<file path="config.mk">
export PLATFORM = sky130hd
export DESIGN_NAME = line_command_assembler_queue
export DESIGN_NICKNAME = d
export VERILOG_FILES = /design/src/design/lcaq_pkg.sv /design/src/design/line_command_assembler_queue.sv /design/src/design/lcaq_line_ram.sv
export SDC_FILE = /design/constraint.sdc
export NUM_CORES = 1
export LEC_CHECK = 0
export ABC_CLOCK_PERIOD_IN_PS = 4150
export BUFFER_PORTS_ARGS = -buffer_cell sky130_fd_sc_hd__buf_2
export CAP_MARGIN = 5
export CELL_PAD_IN_SITES_DETAIL_PLACEMENT = 0
export CELL_PAD_IN_SITES_GLOBAL_PLACEMENT = 1
export CORE_ASPECT_RATIO = 1.5
export CORE_MARGIN = 4
export CORE_UTILIZATION = 45
export DETAILED_ROUTE_END_ITERATION = 7
export GPL_ROUTABILITY_DRIVEN = 1
export GPL_TIMING_DRIVEN = 0
export PLACE_DENSITY = 0.63
export SLEW_MARGIN = 40
export SYNTH_ARGS = -nofsm -noshare
export SYNTH_HDL_FRONTEND = slang
export SYNTH_HIERARCHICAL = 1
export SYNTH_SLANG_ARGS = --single-unit
</file>
<file path="constraint.sdc">
create_clock -name i_clk -period 4.15 [get_ports i_clk]
set_input_delay 0.83 -clock i_clk [delete_from_list [all_inputs] [get_ports i_clk]]
set_output_delay 0.83 -clock i_clk [all_outputs]
set_load 0.05 [all_outputs]
</file>
<file path="src/design/lcaq_pkg.sv">
// Shared constants, types and helpers for the line command assembler queue.
package lcaq_pkg;

    // Line buffer size; a line holds at most LINE_MAX-1 characters.
    localparam int LINE_MAX    = 32;
    // Number of finished lines the queue keeps.
    localparam int QUEUE_SLOTS = 4;
    // One extra physical slot holds the line being assembled.
    localparam int PHYS_SLOTS  = QUEUE_SLOTS + 1;
    localparam int MEM_DEPTH   = PHYS_SLOTS * LINE_MAX;

    localparam int LEN_W  = $clog2(LINE_MAX);
    localparam int SLOT_W = (PHYS_SLOTS > 1) ? $clog2(PHYS_SLOTS) : 1;
    localparam int HELD_W = $clog2(QUEUE_SLOTS + 1);
    localparam int ADDR_W = $clog2(MEM_DEPTH);

    localparam logic [7:0] CH_CR = 8'h0D;
    localparam logic [7:0] CH_LF = 8'h0A;

    typedef enum logic [1:0] {
        CMD_BYTE      = 2'd0,
        CMD_BURST_END = 2'd1,
        CMD_ERROR     = 2'd2,
        CMD_GET       = 2'd3
    } t_cmd;

    typedef enum logic {
        ST_IDLE   = 1'b0,
        ST_STREAM = 1'b1
    } t_state;

    typedef struct packed {
        logic       found;
        logic [7:0] line_char;
        logic       last;
    } t_result;

    // Advance a ring pointer over the physical slots.
    function automatic logic [SLOT_W-1:0] next_slot(input logic [SLOT_W-1:0] s);
        logic [SLOT_W-1:0] r;
        if (s == SLOT_W'(PHYS_SLOTS - 1)) begin
            r = '0;
        end else begin
            r = s + 1'b1;
        end
        return r;
    endfunction

    // Character address inside the line RAM.
    function automatic logic [ADDR_W-1:0] char_addr(input logic [SLOT_W-1:0] s,
                                                    input logic [LEN_W-1:0] idx);
        logic [ADDR_W-1:0] a;
        a = ADDR_W'(ADDR_W'(s) * ADDR_W'(LINE_MAX)) + ADDR_W'(idx);
        return a;
    endfunction

endpackage

</file>
<file path="src/design/line_command_assembler_queue.sv">
// Top level: assembles received bytes into lines and queues them for readout.
//
//  Channel | Direction | Handshake            | Fields
//  --------+-----------+----------------------+---------------------------------
//  input   | in        | i_valid / o_stall    | i_command, i_rx_byte
//  output  | out       | o_valid / i_stall    | o_found, o_line_char, o_last
//
// Byte, end-of-burst and error words are taken one per cycle while not stalled.
// A get word takes the oldest line; it is then read from the line RAM one
// character per cycle while the output queue has room, and input is held off
// until its last character is read. A get on an empty queue gives one word.
// Reset is synchronous and clears the pointers, counts and output queue; no
// memory clearing pass is needed. A stalled output fills a two-word output
// queue, after which RAM reads pause until the consumer takes a word.
module line_command_assembler_queue (
    input  logic       i_clk,
    input  logic       i_rst_n,
    input  logic       i_valid,
    output logic       o_stall,
    input  logic [1:0] i_command,
    input  logic [7:0] i_rx_byte,
    output logic       o_valid,
    input  logic       i_stall,
    output logic       o_found,
    output logic [7:0] o_line_char,
    output logic       o_last
);

    localparam int SW = lcaq_pkg::SLOT_W;
    localparam int LW = lcaq_pkg::LEN_W;
    localparam int HW = lcaq_pkg::HELD_W;
    localparam int AW = lcaq_pkg::ADDR_W;

    // Control state.
    lcaq_pkg::t_state r_state, n_state;
    logic [LW-1:0]    r_part_len, n_part_len;
    logic [SW-1:0]    r_wr_slot, n_wr_slot;
    logic [SW-1:0]    r_rd_slot, n_rd_slot;
    logic [HW-1:0]    r_held, n_held;
    logic [SW-1:0]    r_str_slot, n_str_slot;
    logic [LW-1:0]    r_str_len, n_str_len;
    logic [LW-1:0]    r_str_idx, n_str_idx;
    logic             r_infl, n_infl;
    logic             r_infl_last, n_infl_last;

    // Stored line lengths, one per physical slot.
    logic [LW-1:0]    r_len_tab [lcaq_pkg::PHYS_SLOTS];

    // Two-word output queue.
    lcaq_pkg::t_result r_oq [2];
    logic              r_oq_wp, r_oq_rp;
    logic [1:0]        r_oq_cnt;

    // Handshake and datapath controls.
    logic              in_acc;
    logic              pop;
    logic              push;
    lcaq_pkg::t_result push_word;
    logic              issue;
    logic              issue_last;
    logic [1:0]        occ;
    logic              ram_we;
    logic [AW-1:0]     ram_waddr;
    logic [AW-1:0]     ram_raddr;
    logic [7:0]        ram_rdata;
    logic              len_we;
    lcaq_pkg::t_cmd    cmd;
    logic              is_term;
    logic              do_close;
    logic              get_empty;
    logic              get_line;

    lcaq_line_ram #(
        .DEPTH (lcaq_pkg::MEM_DEPTH),
        .WIDTH (8)
    ) u_ram (
        .i_clk   (i_clk),
        .i_we    (ram_we),
        .i_waddr (ram_waddr),
        .i_wdata (i_rx_byte),
        .i_re    (issue),
        .i_raddr (ram_raddr),
        .o_rdata (ram_rdata)
    );

    // Handshake outputs.
    always_comb begin
        o_stall     = (r_state != lcaq_pkg::ST_IDLE) || r_infl || (r_oq_cnt == 2'd2);
        o_valid     = (r_oq_cnt != 2'd0);
        o_found     = r_oq[r_oq_rp].found;
        o_line_char = r_oq[r_oq_rp].line_char;
        o_last      = r_oq[r_oq_rp].last;
    end

    assign in_acc = i_valid && !o_stall;
    assign pop    = o_valid && !i_stall;
    assign cmd    = lcaq_pkg::t_cmd'(i_command);

    // Decode of the accepted word.
    always_comb begin
        is_term   = (i_rx_byte == lcaq_pkg::CH_CR) || (i_rx_byte == lcaq_pkg::CH_LF);
        do_close  = 1'b0;
        get_empty = 1'b0;
        get_line  = 1'b0;
        if (in_acc) begin
            unique case (cmd)
                lcaq_pkg::CMD_BYTE:      do_close = is_term && (r_part_len != '0);
                lcaq_pkg::CMD_BURST_END: do_close = (r_part_len != '0);
                lcaq_pkg::CMD_ERROR:     do_close = 1'b0;
                lcaq_pkg::CMD_GET: begin
                    get_empty = (r_held == '0);
                    get_line  = (r_held != '0);
                end
            endcase
        end
    end

    // RAM read issue: keep queued plus in-flight words within the output queue.
    always_comb begin
        occ        = r_oq_cnt + {1'b0, r_infl};
        issue      = (r_state == lcaq_pkg::ST_STREAM) &&
                     ((occ < 2'd2) || (pop && (occ == 2'd2)));
        issue_last = (r_str_idx == (r_str_len - LW'(1)));
        ram_raddr  = lcaq_pkg::char_addr(r_str_slot, r_str_idx);
    end

    // Line assembly, queue pointers and stream control.
    always_comb begin
        n_part_len  = r_part_len;
        n_wr_slot   = r_wr_slot;
        n_rd_slot   = r_rd_slot;
        n_held      = r_held;
        n_str_slot  = r_str_slot;
        n_str_len   = r_str_len;
        n_str_idx   = r_str_idx;
        n_infl      = issue;
        n_infl_last = issue && issue_last;
        ram_we      = 1'b0;
        ram_waddr   = lcaq_pkg::char_addr(r_wr_slot, r_part_len);
        len_we      = 1'b0;

        if (in_acc && (cmd == lcaq_pkg::CMD_BYTE) && !is_term) begin
            if (r_part_len < LW'(lcaq_pkg::LINE_MAX - 1)) begin
                ram_we     = 1'b1;
                n_part_len = r_part_len + 1'b1;
            end else begin
                n_part_len = '0;
            end
        end
        if (in_acc && (cmd == lcaq_pkg::CMD_ERROR)) begin
            n_part_len = '0;
        end

        // Closing a line; a full queue drops its oldest line.
        if (do_close) begin
            len_we     = 1'b1;
            n_wr_slot  = lcaq_pkg::next_slot(r_wr_slot);
            n_part_len = '0;
            if (r_held == HW'(lcaq_pkg::QUEUE_SLOTS)) begin
                n_rd_slot = lcaq_pkg::next_slot(r_rd_slot);
            end else begin
                n_held = r_held + 1'b1;
            end
        end

        // A get takes the oldest line off the queue and starts its readout.
        if (get_line) begin
            n_str_slot = r_rd_slot;
            n_str_len  = r_len_tab[r_rd_slot];
            n_str_idx  = '0;
            n_rd_slot  = lcaq_pkg::next_slot(r_rd_slot);
            n_held     = r_held - 1'b1;
        end

        if (issue) begin
            n_str_idx = r_str_idx + 1'b1;
        end
    end

    // Next state.
    always_comb begin
        n_state = r_state;
        unique case (r_state)
            lcaq_pkg::ST_IDLE: begin
                if (get_line) begin
                    n_state = lcaq_pkg::ST_STREAM;
                end
            end
            lcaq_pkg::ST_STREAM: begin
                if (issue && issue_last) begin
                    n_state = lcaq_pkg::ST_IDLE;
                end
            end
            default: n_state = lcaq_pkg::ST_IDLE;
        endcase
    end

    // Word pushed into the output queue: a RAM character or a not-found word.
    always_comb begin
        push = r_infl || get_empty;
        if (r_infl) begin
            push_word = '{found: 1'b1, line_char: ram_rdata, last: r_infl_last};
        end else begin
            push_word = '{found: 1'b0, line_char: 8'h00, last: 1'b1};
        end
    end

    // Control registers.
    always_ff @(posedge i_clk) begin
        if (!i_rst_n) begin
            r_state     <= lcaq_pkg::ST_IDLE;
            r_part_len  <= '0;
            r_wr_slot   <= '0;
            r_rd_slot   <= '0;
            r_held      <= '0;
            r_str_idx   <= '0;
            r_infl      <= 1'b0;
            r_infl_last <= 1'b0;
            r_oq_wp     <= 1'b0;
            r_oq_rp     <= 1'b0;
            r_oq_cnt    <= 2'd0;
        end else begin
            r_state     <= n_state;
            r_part_len  <= n_part_len;
            r_wr_slot   <= n_wr_slot;
            r_rd_slot   <= n_rd_slot;
            r_held      <= n_held;
            r_str_idx   <= n_str_idx;
            r_infl      <= n_infl;
            r_infl_last <= n_infl_last;
            if (push) begin
                r_oq_wp <= ~r_oq_wp;
            end
            if (pop) begin
                r_oq_rp <= ~r_oq_rp;
            end
            r_oq_cnt <= r_oq_cnt + {1'b0, push} - {1'b0, pop};
        end
    end

    // Payload registers.
    always_ff @(posedge i_clk) begin
        r_str_slot <= n_str_slot;
        r_str_len  <= n_str_len;
        if (len_we) begin
            r_len_tab[r_wr_slot] <= r_part_len;
        end
        if (push) begin
            r_oq[r_oq_wp] <= push_word;
        end
    end

`ifndef ASSERT_OFF
    // The queue never counts more lines than it has slots.
    a_held_bound: assert property (@(posedge i_clk) disable iff (!i_rst_n)
        r_held <= HW'(lcaq_pkg::QUEUE_SLOTS))
        else $error("line count exceeds queue slots");

    // A word is never pushed into a full output queue unless one is popped with it.
    a_oq_no_overflow: assert property (@(posedge i_clk) disable iff (!i_rst_n)
        (push && !pop) |-> (r_oq_cnt < 2'd2))
        else $error("output queue overflow");

    // The open line's slot never coincides with the oldest queued line.
    a_slot_apart: assert property (@(posedge i_clk) disable iff (!i_rst_n)
        (r_held != '0) |-> (r_rd_slot != r_wr_slot))
        else $error("assembly slot overlaps a queued line");

    // Leaving the readout, the character that follows carries the last mark.
    a_stream_last: assert property (@(posedge i_clk) disable iff (!i_rst_n)
        ((r_state == lcaq_pkg::ST_STREAM) && (n_state == lcaq_pkg::ST_IDLE))
        |=> (r_infl && r_infl_last))
        else $error("readout ended without a last character");
`endif

endmodule

</file>
<file path="src/design/lcaq_line_ram.sv">
// Simple dual-port RAM with one write port and one registered read port.
module lcaq_line_ram #(
    parameter int DEPTH = 160,
    parameter int WIDTH = 8
) (
    input  logic                     i_clk,
    input  logic                     i_we,
    input  logic [$clog2(DEPTH)-1:0] i_waddr,
    input  logic [WIDTH-1:0]         i_wdata,
    input  logic                     i_re,
    input  logic [$clog2(DEPTH)-1:0] i_raddr,
    output logic [WIDTH-1:0]         o_rdata
);

    logic [WIDTH-1:0] r_mem [DEPTH];
    logic [WIDTH-1:0] r_rdata;

    // Write port.
    always_ff @(posedge i_clk) begin
        if (i_we) begin
            r_mem[i_waddr] <= i_wdata;
        end
    end

    // Registered read port, enabled by i_re.
    always_ff @(posedge i_clk) begin
        if (i_re) begin
            r_rdata <= r_mem[i_raddr];
        end
    end

    assign o_rdata = r_rdata;

endmodule
</file>
==> results_dict.tcl <==
set metrics [dict create \
    first_global_vias 28997 \
    vias 28299 \
    numCtsBuffers 131 \
    ioPinCount 26 \
    synth.cell_area_sq_mm 0.0541 \
    cts_root_buffer "clkbuf_16" \
    initial_drc_count 2638 \
    sw_frac_of_total_pct 20.2 \
    period_minus_slack_ps 4230 \
    nets 2992 \
    synth_largest_area_cell "edfxtp_1" \
    power_density_normalized_to_cell_area_mw_per_mm2 447 \
    tritoncts_clock_tree "built" \
    fraction_of_final_layout_cells_sized_beyond_drive_strength_1_pct 26.3 \
    fill_cells 9457 \
    critPathCaptureType "flop" \
    failed_checks "negative setup slack" \
    synth-async-reset-ratio_pct 0 \
    setup_viol 2 \
    cp.required_ps 4650 \
    routed_via_density 6.09 \
    clock_share_of_power_pct 42.8 \
    routed_wl_um 161000 \
    netlist_top_cells_count "edfxtp_1, mux4_2, nor2_1" \
    synth.ff_latch_count 1368 \
    numPortBuffers 24 \
    p_total_w 0.0278 \
    cts.reportedPaths.clkPinSlew_ps 60 \
    final_min_period_over_clock_period_pct 102 \
    drt_drc_violations_left 0 \
    hp-class "in2reg" \
    hpwl_um 115000 \
    power.share.sequential_pct 54.7 \
    number_of_different_library_cells_in_the_post_synthesis_netlist 66 \
    yosys_synthesis_warning_count 6 \
    internal-power_w 0.0222 \
    grt-ovfl-total 0 \
    maximum_number_of_pins_on_one_net_before_global_route_repair 93 \
    worst_path_most_repeated_cell "clkbuf_1" \
    worst_pin_slew_ps 1010 \
    crit_slowest_cell "a32oi_1" \
    maxSlewHeadroom_pct 32.9 \
    register_area_sq_mm 0.0408 \
    power.leakage_nw 18.5 \
    syn-mean-instance-area_sq_um 19.6 \
    grt.total_usage_pct 25.6 \
    timing.clock.skew_ps 27.8 \
    comb_power_share_pct 2.5 \
    final_max_slew_viol_count 0 \
    final_util_pct 52.1 \
    floorplan.initialDensity_pct 45.3 \
    cts.path.max_buffers 3 \
    critical_path_arrival_ps 4720 \
    place.gp.congestion 0.947 \
    place_inst 4385 \
    critPathKind "reg2reg" \
    rsz0062_at_grt "yes" \
    timing.critical_path.from_type "flop" \
    dominantRegCellSynth "edfxtp_1" \
    post_drt_wl_per_cell_um 34.8 \
    count_of_non_filler_cells_in_the_finished_layout 4644 \
    netlist_instances 2766 \
    postCtsHoldBufs 0 \
    drtAntennaViolNets 0 \
    synth.most_common_cell "edfxtp_1" \
    cpPeakStageDelay_ps 650 \
    crit_path_max_fanout 10 \
    synth_top_cell_area_share_pct 74.5 \
    grt_pass1_wl_um 224000 \
    worst_slack_ps -75.0 \
    areaGrowthSynthToFinish_pct 14.9 \
    outcome "finished, violations left" \
    yosys-top-cells-area "edfxtp_1, mux4_2, mux2i_1, nor2_1, mux4_1" \
    maxCapViolations 0 \
    ir_worst_vdd_mv 0.414 \
    mappedNetlistNets 2792 \
    timing.final.hold_violations 0 \
    drtPass1Iterations 6 \
    die-area_sq_mm 0.126 \
    p_sw_w 0.00562 \
    std_cell_rows 155 \
    multi_input_area_sq_mm 0.0132 \
    placeableCoreArea_sq_mm 0.119 \
    seq_area_frac_synth_pct 75.5 \
    die_height_um 433 \
    cts_num_sinks 1368 \
    timing.critical_path.cells "clkbuf_4 -> nand2_1 -> clkbuf_1 -> clkbuf_1 -> o221ai_1 -> o22ai_1 -> a32oi_1 -> nand3_1 -> nor3_1" \
    die-width_um 291 \
    clock_tree.htree_level_count 4 \
    clock_latency_ps 770 \
    synth_edf_count 1341 \
    antenna_found_initial 6 \
    clock.fmax_mhz 237 \
]
-- final timing paths --
path,slack (ps),depth (start not counted),from,end
setup / recovery,-80,9,r_str_idx[1]$_SDFFE_PN0P_,u_ram/o_rdata[0]$_DFFE_PP_
hold / removal,430,3,i_rst_n,r_rd_slot[2]$_SDFFE_PN0P_
hold reg to reg,470,0,r_rd_slot[2]$_SDFFE_PN0P_,r_str_slot[2]$_DFFE_PP_
setup reg to reg,-80,9,r_str_idx[1]$_SDFFE_PN0P_,u_ram/o_rdata[0]$_DFFE_PP_
-- power groups by stage --
stage          Sequential [W]  Combinational [W]  Clock, W
2_1_floorplan          0.0155           0.000302         0
3_3_place_gp           0.0155           0.000608         0
3_5_place_dp           0.0155           0.000681         0
4_1_cts                0.0152           0.000694    0.0121
5_1_grt                0.0152           0.000726    0.0127
6_report               0.0152           0.000684    0.0119
-- kinds of logic (layout without fill, tap and decap cells) --
group	count (synthesis)	after routing	share of synthesized area [%]
multiplexers	463	463	14.5
buffers and inverters	169	475	1.87
adder cells (fa/ha/maj)	12	12	0.292
flip-flops	1368	1368	75.5
XOR/XNOR	13	13	0.211
AND/OR/NAND/NOR	488	488	4.31
other	0	2	0
AO/OA/AOI/OAI	253	253	3.32
-- per-stage QoR --
| step | TNS (ps) | worst slack [ps] | hold WS [ps] | instance area (sq um) |
|---|---|---|---|---|
| 2_1_floorplan | 0 | 713 | 406 | 54100 |
| 3_3_place_gp | -4032080 | -4010 | 451 | 56200 |
| 3_5_place_dp | -1533420 | -1820 | 446 | 56900 |
| 4_1_cts | 0 | 13.5 | 374 | 61800 |
| 5_1_grt | -44.2 | -5.53 | 406 | 62100 |
| 6_report | -93.8 | -75.0 | 431 | 62100 |
-- cell usage in the layout (no fill, tap or decap), types with 16 or more instances in the layout --
cell,Yosys,layout
a21oi_1,42,42
a22oi_1,25,25
and2_1,23,23
buf_2,21,38
buf_4,14,33
buf_6,36,40
clkbuf_1,72,76
clkbuf_16,0,133
clkbuf_2,0,19
clkinv_1,0,22
clkinv_2,0,24
dfxtp_1,27,27
edfxtp_1,1341,1341
inv_1,16,16
mux2_2,52,52
mux2i_1,166,166
mux4_1,25,25
mux4_2,220,220
nand2_1,64,63
nand3_1,52,40
nand4_1,17,17
nor2_1,202,64
nor2_2,0,65
nor2_4,0,73
nor2b_1,29,27
nor3_1,47,43
o21ai_0,21,21
o221ai_1,41,41
o22ai_1,54,54
-- what timing repair did --
item / 4_1_cts / 5_1_grt
pin swaps: 0 / 5
endpoints found under the setup margin: 1030 / 364
gates cloned: 0 / 0
resized for setup: 157 / 33
setup buffers: 5 / 10
endpoints found under the hold margin: 0 / 0
-- critical path, delay by kind of cell, from the launching register on --
family                 cells  cell delay, ps
AO/OA/AOI/OAI              3            1280
buffers and inverters      3            1270
flip-flops                 1             620
AND/OR/NAND/NOR            3             780
-- flip-flops by register name (all words and copies together) (netlist names), named ones only --
| signal | flops |
|---|---|
| r_wr_slot | 3 |
| r_oq_wp | 1 |
| r_rd_slot | 3 |
| r_str_idx | 5 |
| r_str_slot | 3 |
| r_part_len | 5 |
| u_ram/o_rdata | 8 |
| r_oq_cnt | 2 |
| r_len_tab | 25 |
| r_infl | 1 |
| r_oq_rp | 1 |
| r_infl_last | 1 |
| r_oq | 20 |
| u_ram/r_mem | 1280 |
| r_held | 3 |
| r_state | 1 |
| r_str_len | 5 |
-- layout make-up --
type | count | share of cell area, %
Sequential cell | 1368 | 65.7
Multi-Input combinational cell | 1229 | 21.2
Clock buffer | 162 | 5.60
Tap cell | 1570 | 3.16
Buffer | 152 | 1.59
Timing Repair Buffer | 67 | 1.40
Clock inverter | 77 | 1.26
Inverter | 17 | 0.103
Antenna cell | 2 | 0.00805
-- routing by layer --
| metal | wire length, um | global-route usage [%] |
|---|---|---|
| met1 | 56300 | 29.1 |
| met2 | 84900 | 45.8 |
| met3 | 9460 | 4.16 |
| met4 | 10800 | 14.9 |
| met5 | 18 | 0 |
(Power assumes the default switching activity.)
